<file path="src/hw/rtl/assert_macros.svh">
// Assertion macros used by the top level of the Ascii85 stream decoder.
// Each macro expands to one labeled concurrent assertion that reports by $error.
`ifndef ASSERT_MACROS_SVH
`define ASSERT_MACROS_SVH

// The consequent must hold in the same cycle as the antecedent.
`define A85_ASSERT_SAME(lbl, clk, rst, ante, cons, msg) \
   lbl: assert property (@(posedge clk) disable iff (rst) (ante) |-> (cons)) \
      else $error(msg);

// The consequent must hold in the cycle after the antecedent.
`define A85_ASSERT_NEXT(lbl, clk, rst, ante, cons, msg) \
   lbl: assert property (@(posedge clk) disable iff (rst) (ante) |=> (cons)) \
      else $error(msg);

`endif

</file>
<file path="src/hw/rtl/a85_pkg.sv">
// Package of the Ascii85 stream decoder: character codes, status codes and
// the step types shared by the step unit and the top level. No dependencies.
package a85_pkg;

   typedef enum logic [1:0] {
      STATUS_RUN  = 2'd0,
      STATUS_DONE = 2'd1,
      STATUS_ERR  = 2'd2
   } status_type;

   localparam logic [7:0] CHAR_FIRST_DIGIT = 8'h21;  // '!'
   localparam logic [7:0] CHAR_LAST_DIGIT  = 8'h75;  // 'u'
   localparam logic [7:0] CHAR_ZERO_GROUP  = 8'h7A;  // 'z'
   localparam logic [7:0] CHAR_TILDE       = 8'h7E;  // '~'
   localparam logic [7:0] CHAR_GREATER     = 8'h3E;  // '>'
   localparam logic [7:0] CHAR_NUL         = 8'h00;
   localparam logic [7:0] CHAR_TAB         = 8'h09;
   localparam logic [7:0] CHAR_LF          = 8'h0A;
   localparam logic [7:0] CHAR_FF          = 8'h0C;
   localparam logic [7:0] CHAR_CR          = 8'h0D;
   localparam logic [7:0] CHAR_SPACE       = 8'h20;

   localparam int         RADIX       = 85;
   localparam int         SCALE_WIDTH = 20;
   localparam logic [2:0] GROUP_LAST  = 3'd4;

   typedef struct packed {
      logic [31:0] value;
      logic [2:0]  count;
      logic        tilde;
      status_type  status;
   } group_state_type;

   typedef struct packed {
      logic [31:0] word;
      logic [2:0]  num_bytes;
      status_type  status;
   } step_result_type;

   // Padding n missing digits with 'u' (digit 84) turns v into
   // (v + 1) * 85^n - 1, so a closing group needs only one scale factor.
   function automatic logic [SCALE_WIDTH-1:0] pad_scale(input logic [2:0] count);
      logic [SCALE_WIDTH-1:0] scale;
      case (count)
         3'd2:    scale = SCALE_WIDTH'(RADIX * RADIX * RADIX);
         3'd3:    scale = SCALE_WIDTH'(RADIX * RADIX);
         3'd4:    scale = SCALE_WIDTH'(RADIX);
         default: scale = SCALE_WIDTH'(1);
      endcase
      return scale;
   endfunction

endpackage

</file>
<file path="src/hw/rtl/a85_req_if.sv">
// Request channel of the Ascii85 stream decoder: one text character or an
// end of input marker per request. No dependencies.
interface a85_req_if;
   logic       valid;
   logic       ready;
   logic       mode;
   logic [7:0] char_in;

   modport source (output valid, output mode, output char_in, input ready);
   modport sink   (input valid, input mode, input char_in, output ready);
endinterface

</file>
<file path="src/hw/rtl/a85_rsp_if.sv">
// Result channel of the Ascii85 stream decoder: one decoded byte slot with
// its status per transfer. No dependencies.
interface a85_rsp_if;
   logic       valid;
   logic       ready;
   logic [7:0] byte_out;
   logic       byte_valid;
   logic       last;
   logic [1:0] status;

   modport source (output valid, output byte_out, output byte_valid, output last,
                   output status, input ready);
   modport sink   (input valid, input byte_out, input byte_valid, input last,
                   input status, output ready);
endinterface

</file>
<file path="src/hw/rtl/ascii85_stream_decoder_top.sv">
// Ascii85 stream decoder, top level: input register, step unit, result buffer.
// Depends on a85_pkg, a85_req_if, a85_rsp_if, a85_step_unit, assert_macros.svh.
//
// Usage: each request carries one text character (mode 0) or an end of input
// marker (mode 1). Every request gives one to four results on the rsp channel;
// the final one has last set. A result with byte_valid low carries only the
// status (0 running, 1 finished after "~>", 2 malformed input, sticky).
// Order: a request is captured in the input register when accepted; its
// step result moves into the result buffer, where it is offered, once that
// buffer is free. Throughput: one request per cycle while each gives a single
// result and the receiver is ready; a request that releases k bytes holds the
// result buffer until all k have left, since the rsp channel moves one byte
// per cycle while ready is high. A request waiting in the input register
// enters the buffer in the cycle the last result of the previous one leaves.
// Reset clears the group state, the status and both pipeline stages.
// When the receiver stalls, the current result holds; once the input register
// holds a request it keeps it, and req ready drops until the buffer drains.
`include "assert_macros.svh"

module ascii85_stream_decoder_top
   import a85_pkg::*;
(
   input logic       clock,
   input logic       reset,
   a85_req_if.sink   req_if,
   a85_rsp_if.source rsp_if
);

   logic            in_valid_ff;
   logic            in_mode_ff;
   logic [7:0]      in_char_ff;

   group_state_type state_ff;
   group_state_type state_in;
   step_result_type step_result;

   logic            out_valid_ff;
   logic [31:0]     out_word_ff;
   logic [1:0]      out_last_idx_ff;
   logic [1:0]      out_idx_ff;
   logic            out_has_bytes_ff;
   status_type      out_status_ff;

   logic            out_last;
   logic            drain_done;
   logic            buf_free;
   logic            advance;

   assign out_last   = (out_idx_ff == out_last_idx_ff);
   assign drain_done = out_valid_ff && rsp_if.ready && out_last;
   assign buf_free   = !out_valid_ff || drain_done;
   assign advance    = in_valid_ff && buf_free;

   assign req_if.ready = !in_valid_ff || buf_free;

   a85_step_unit u_step (
      .state_cur (state_ff),
      .mode      (in_mode_ff),
      .char_in   (in_char_ff),
      .state_nxt (state_in),
      .result    (step_result)
   );

   always_ff @(posedge clock) begin
      if (reset) begin
         in_valid_ff <= 1'b0;
      end else if (req_if.ready) begin
         in_valid_ff <= req_if.valid;
      end
      if (req_if.ready && req_if.valid) begin
         in_mode_ff <= req_if.mode;
         in_char_ff <= req_if.char_in;
      end
   end

   always_ff @(posedge clock) begin
      if (reset) begin
         state_ff <= '{value: 32'd0, count: 3'd0, tilde: 1'b0, status: STATUS_RUN};
      end else if (advance) begin
         state_ff <= state_in;
      end
   end

   always_ff @(posedge clock) begin
      if (reset) begin
         out_valid_ff <= 1'b0;
         out_idx_ff   <= 2'd0;
      end else if (advance) begin
         out_valid_ff <= 1'b1;
         out_idx_ff   <= 2'd0;
      end else if (drain_done) begin
         out_valid_ff <= 1'b0;
      end else if (out_valid_ff && rsp_if.ready) begin
         out_idx_ff <= out_idx_ff + 2'd1;
      end
      if (advance) begin
         out_word_ff      <= step_result.word;
         out_has_bytes_ff <= (step_result.num_bytes != 3'd0);
         out_last_idx_ff  <= (step_result.num_bytes == 3'd0) ? 2'd0
                                                             : 2'(step_result.num_bytes - 3'd1);
         out_status_ff    <= step_result.status;
      end
   end

   // Bytes leave most significant first.
   always_comb begin
      case (out_idx_ff)
         2'd0:    rsp_if.byte_out = out_word_ff[31:24];
         2'd1:    rsp_if.byte_out = out_word_ff[23:16];
         2'd2:    rsp_if.byte_out = out_word_ff[15:8];
         default: rsp_if.byte_out = out_word_ff[7:0];
      endcase
      if (!out_has_bytes_ff) begin
         rsp_if.byte_out = 8'd0;
      end
   end

   assign rsp_if.valid      = out_valid_ff;
   assign rsp_if.byte_valid = out_has_bytes_ff;
   assign rsp_if.last       = out_last;
   assign rsp_if.status     = out_status_ff;

   `A85_ASSERT_NEXT(a_error_sticky, clock, reset, state_ff.status == STATUS_ERR, state_ff.status == STATUS_ERR, "error status was cleared without reset")
   `A85_ASSERT_NEXT(a_stall_holds_slot, clock, reset, out_valid_ff && !rsp_if.ready, out_valid_ff && (out_idx_ff == $past(out_idx_ff)), "result slot moved during a stall")
   `A85_ASSERT_NEXT(a_load_starts_group, clock, reset, advance, out_valid_ff && (out_idx_ff == 2'd0), "result buffer did not start a new request at its first slot")
   `A85_ASSERT_SAME(a_idx_in_range, clock, reset, out_valid_ff, out_idx_ff <= out_last_idx_ff, "result index ran past the last result")

endmodule

</file>
<file path="src/hw/rtl/a85_step_unit.sv">
// Combinational step of the Ascii85 decoder: folds one request into the group
// state and gives the bytes it releases. Depends on a85_pkg.
module a85_step_unit
   import a85_pkg::*;
(
   input  group_state_type state_cur,
   input  logic            mode,
   input  logic [7:0]      char_in,
   output group_state_type state_nxt,
   output step_result_type result
);

   logic                    is_digit;
   logic                    is_skip;
   logic [6:0]              digit;
   logic [31:0]             mul_a;
   logic [SCALE_WIDTH-1:0]  mul_b;
   logic [31+SCALE_WIDTH:0] product_full;
   logic [31:0]             product;
   logic [31:0]             accum;
   logic [31:0]             padded;

   assign is_digit = (char_in >= CHAR_FIRST_DIGIT) && (char_in <= CHAR_LAST_DIGIT);
   assign is_skip  = (char_in == CHAR_NUL) || (char_in == CHAR_TAB) ||
                     (char_in == CHAR_LF) || (char_in == CHAR_FF) ||
                     (char_in == CHAR_CR) || (char_in == CHAR_SPACE);
   assign digit    = 7'(char_in - CHAR_FIRST_DIGIT);

   // One multiplier serves both the digit fold and the closing pad.
   assign mul_a        = state_cur.tilde ? (state_cur.value + 32'd1) : state_cur.value;
   assign mul_b        = state_cur.tilde ? pad_scale(state_cur.count)
                                         : SCALE_WIDTH'(RADIX);
   assign product_full = {{SCALE_WIDTH{1'b0}}, mul_a} * {32'd0, mul_b};
   assign product      = product_full[31:0];
   assign accum        = product + {25'd0, digit};
   assign padded       = product - 32'd1;

   always_comb begin
      state_nxt        = state_cur;
      result.word      = 32'd0;
      result.num_bytes = 3'd0;
      if (state_cur.status == STATUS_RUN) begin
         if (mode) begin
            state_nxt.status = STATUS_ERR;
         end else if (state_cur.tilde) begin
            if ((char_in != CHAR_GREATER) || (state_cur.count == 3'd1)) begin
               state_nxt.status = STATUS_ERR;
            end else begin
               if (state_cur.count > 3'd1) begin
                  result.word      = padded;
                  result.num_bytes = state_cur.count - 3'd1;
               end
               state_nxt.count  = 3'd0;
               state_nxt.value  = 32'd0;
               state_nxt.status = STATUS_DONE;
            end
         end else if (is_digit) begin
            if (state_cur.count == GROUP_LAST) begin
               result.word      = accum;
               result.num_bytes = 3'd4;
               state_nxt.value  = 32'd0;
               state_nxt.count  = 3'd0;
            end else begin
               state_nxt.value = accum;
               state_nxt.count = state_cur.count + 3'd1;
            end
         end else if (char_in == CHAR_ZERO_GROUP) begin
            if (state_cur.count != 3'd0) begin
               state_nxt.status = STATUS_ERR;
            end else begin
               result.num_bytes = 3'd4;
            end
         end else if (char_in == CHAR_TILDE) begin
            if (state_cur.count == 3'd1) begin
               state_nxt.status = STATUS_ERR;
            end else begin
               state_nxt.tilde = 1'b1;
            end
         end else if (!is_skip) begin
            state_nxt.status = STATUS_ERR;
         end
      end
      result.status = state_nxt.status;
   end

endmodule

</file>
<file path="src/flat_wrapper.sv">
// flat-port wrapper written by rule: the top's interface ports become plain ports
module ascii85_stream_decoder_top_flat import a85_pkg::*;
  (clock, reset, req_if_valid, req_if_mode, req_if_char_in, req_if_ready, rsp_if_valid, rsp_if_byte_out, rsp_if_byte_valid, rsp_if_last, rsp_if_status, rsp_if_ready);
  a85_req_if req_if_i ();
  a85_rsp_if rsp_if_i ();
  input logic clock;
  input logic reset;
  input wire logic [$bits(req_if_i.valid)-1:0] req_if_valid;
  input wire logic [$bits(req_if_i.mode)-1:0] req_if_mode;
  input wire logic [$bits(req_if_i.char_in)-1:0] req_if_char_in;
  output wire logic [$bits(req_if_i.ready)-1:0] req_if_ready;
  output wire logic [$bits(rsp_if_i.valid)-1:0] rsp_if_valid;
  output wire logic [$bits(rsp_if_i.byte_out)-1:0] rsp_if_byte_out;
  output wire logic [$bits(rsp_if_i.byte_valid)-1:0] rsp_if_byte_valid;
  output wire logic [$bits(rsp_if_i.last)-1:0] rsp_if_last;
  output wire logic [$bits(rsp_if_i.status)-1:0] rsp_if_status;
  input wire logic [$bits(rsp_if_i.ready)-1:0] rsp_if_ready;
  assign req_if_i.valid = req_if_valid;
  assign req_if_i.mode = req_if_mode;
  assign req_if_i.char_in = req_if_char_in;
  assign req_if_ready = req_if_i.ready;
  assign rsp_if_valid = rsp_if_i.valid;
  assign rsp_if_byte_out = rsp_if_i.byte_out;
  assign rsp_if_byte_valid = rsp_if_i.byte_valid;
  assign rsp_if_last = rsp_if_i.last;
  assign rsp_if_status = rsp_if_i.status;
  assign rsp_if_i.ready = rsp_if_ready;
  ascii85_stream_decoder_top u_core (.clock(clock), .reset(reset), .req_if(req_if_i), .rsp_if(rsp_if_i));
endmodule
</file>
<file path="config.mk">
export PLATFORM = sky130hd
export DESIGN_NAME = ascii85_stream_decoder_top_flat
export DESIGN_NICKNAME = d
export VERILOG_FILES = /design/src/hw/rtl/a85_pkg.sv /design/src/hw/rtl/a85_req_if.sv /design/src/hw/rtl/a85_rsp_if.sv /design/src/hw/rtl/ascii85_stream_decoder_top.sv /design/src/hw/rtl/a85_step_unit.sv /design/src/flat_wrapper.sv
export VERILOG_INCLUDE_DIRS = /design/src /design/src/hw/rtl
export SDC_FILE = /design/constraint.sdc
export NUM_CORES = 1
export LEC_CHECK = 0
export ABC_AREA = 1
export BUFFER_PORTS_ARGS = -buffer_cell sky130_fd_sc_hd__buf_2
export CORE_ASPECT_RATIO = 1.75
export CORE_MARGIN = 2
export CORE_UTILIZATION = 44
export DETAILED_ROUTE_END_ITERATION = 12
export GPL_TIMING_DRIVEN = 0
export SLEW_MARGIN = 40
export SYNTH_ARGS = -nofsm -noshare
export SYNTH_HDL_FRONTEND = slang
export SYNTH_SLANG_ARGS = --single-unit
</file>
<file path="constraint.sdc">
create_clock -name clock -period 10.98 [get_ports clock]
set_input_delay 0.549 -clock clock [delete_from_list [all_inputs] [get_ports clock]]
set_output_delay 0.549 -clock clock [all_outputs]
set_load 0.02 [all_outputs]
</file>
==> results.toml <==
[route]
drcViolationCount = 0
postRouteAntennaNets = 0
drtPass1Iterations = 6
vias = 15600
via_per_inst = 5.41
routed_wirelength_mm = 62.7
wl_per_cell_um = 21.8
drt_iter0_drc = 898

[global_routing]
first_global_vias = 16500
grt_pass1_wl_mm = 93.8
grt_overflow = 0
track_usage_pct = 30.5
grt_max_degree = 24
antenna_found_initial = 0

[setup_path]
required_ns = 11.06
cp_slowest_cell = "clkbuf_1"
cpMostUsedCell = "fa_1"
worstSetupPathType = "register to register"
startpoint = "u_core.state_ff[3]$_SDFFE_PP0P_"
path_delay_family = "adder cells"
end_kind = "register"
worst-path-buf-inv = 7
slowest_delay_ns = 0.65
critPathLaunchType = "register"
cp.arrival_ns = 10.65
cp_max_fo = 10
r2r-start = "u_core.state_ff[3]$_SDFFE_PP0P_"

[placement]
dpl.hpwl_mm = 55.0
io_buffers = 25
gp_congestion = 1.05
placed_cells = 2866

[yosys]
async_flop_share_pct = 0
synthXorXnorAreaFrac_pct = 3.96
netlist_area_sq_mm = 0.0179
synthFlopType = "edfxtp_1"
synth_mux_area_share_pct = 0
synth_edf_count = 46
synth-simple-area-share_pct = 25.9
synth_top_family_by_area = "adder cells"
synth_cell_types = 65
synth_fp_nets = 2771
synth_compound_area_share_pct = 7.51
synth_fa_ha_area_share_pct = 38.8
ys_ff_latch = 88
ys_seq_area_share_pct = 12.4
syn_area_per_cell_sq_um = 7.62
syn_inst = 2345
yosysWarnings = 0

[cts]
clock-sinks = 88
cts_hold_buffers = 0
post_cts_buffers = 0
cts_resized = 0
cts-root-buf = "clkbuf_16"
cts_tree = "done"
cts.path.max_buffers = 2
clk_latency_ns = 0.36
path_clk_slew_ns = 0.07
htree_num_levels = 3
numCtsBuffers = 9

[sta]
finalCritPeriodShare_pct = 96.3
period_needed_ns = 10.57
hold_viol = 0
setup_viol = 0
fmax_mhz = 94.6
fin_skew_ns = 0.0122
rsz0062_at_grt = "false"
drv_slew = 0
tightest_slew_ns = 0.879
slew_headroom_pct = 40.9
setup_tns_ns = 0

[die]
start_util_pct = 44.6
die-area_sq_mm = 0.0423
ios = 27
rows = 97
die_height_um = 271
core_area_sq_mm = 0.0401
dieWidth_um = 156

[pwr]
irDropWorstVdd_v = 0.000199
p_leak_uw = 0.00976
power_density_mw_per_mm2 = 46.9

[min_path]
min_path_type = "input pin to register"
min_from = "req_if_char_in[6]"

[finish]
final-instance-count-excl-fill = 2882
area_delta_synth_final_pct = 6.02
layout_commonest_cell = "inv_1"
nets = 2808
mostFrequentLayoutCells = "inv_1 (476), nand2_1 (446), nor2_1 (235)"
antenna_cells = 0
nFillCells = 4066
drive_gt1_share_pct = 8.59

[flow_run]
cap_violations = 0

[run_status]
status = "finished clean"
-- layout make-up --
class	instances	area, sq um	share of cell area [%]
Tap cell	495	619	3.27
Inverter	499	1880	9.92
Clock inverter	7	62.6	0.330
Buffer	39	168	0.885
Sequential cell	88	2220	11.7
Timing Repair Buffer	26	140	0.740
Clock buffer	9	225	1.19
Multi-Input combinational cell	1719	13600	71.9
-- logic make-up after synthesis --
family	count (synthesis)
compound gates	232
xor+xnor	68
simple gates	1005
flops	88
fa+ha+maj	414
buf+inv	538
-- metrics by stage --
step	setup slack, ns	total power, uW	hold WS (ns)	cell area, sq um	utilization (%)
floorplan	3.14	509	0.452	17900	-
global placement	0.659	581	0.470	18600	46.5
detailed placement	0.612	585	0.487	18600	46.6
CTS	0.579	887	0.350	18900	47.3
global route	0.0594	922	0.354	18900	47.3
finish	0.407	887	0.363	18900	47.3
-- synth_stat cells (11+ instances only) --
cell type,instances,area (sq um)
ha_1,180,2250
xor2_1,41,359
inv_2,20,75.1
nor2_1,238,893
o21ai_0,38,190
inv_1,476,1790
nand3_1,122,611
clkbuf_1,25,93.8
a31oi_1,12,75.1
nor3_1,24,120
dfxtp_1,42,841
nand2_2,37,231
a21oi_1,119,596
xnor2_1,18,158
edfxtp_1,46,1380
fa_1,233,4660
nand2_1,446,1670
nand4_1,35,219
nand3_2,11,110
nand3b_1,17,128
nor2_2,20,125
-- state kept, by name, summed over array words and instances (netlist names) --
| name | count |
|---|---|
| u_core.state_ff | 38 |
| u_core.out_idx_ff | 2 |
| u_core.in_char_ff | 8 |
| u_core.rsp_if.byte_valid | 1 |
| u_core.in_valid_ff | 1 |
| u_core.rsp_if.valid | 1 |
| u_core.out_word_ff | 32 |
| u_core.out_last_idx_ff | 2 |
| u_core.rsp_if.status | 2 |
| u_core.in_mode_ff | 1 |
-- path summary, 6_finish.rpt --
path                                                        endpoint  slack (ns)  cells after the start
worst min-delay path                  u_core.in_char_ff[6]$_DFFE_PP_        0.36                      1
worst max-delay path            u_core.out_word_ff[31]$_SDFFCE_PP0P_        0.41                     34
worst min register to register      u_core.state_ff[34]$_SDFFE_PP0P_        0.50                      2
worst max register to register  u_core.out_word_ff[31]$_SDFFCE_PP0P_        0.41                     34
-- metal layers --
metal	up-vias	track usage [%]	share of wire, %
met4	0	28.0	11
met3	231	2.59	3.1
li1	7400	-	-
met1	7484	27.8	31
met2	483	57.9	54
met5	-	0	0
-- report_power, final --
group	total (uW)	internal (uW)	leakage [uW]	switching, uW
Combinational	222	61.8	0.00883	160
Clock	303	159	0.000146	144
Sequential	363	356	0.000782	6.67
(Power assumes the default switching activity.)
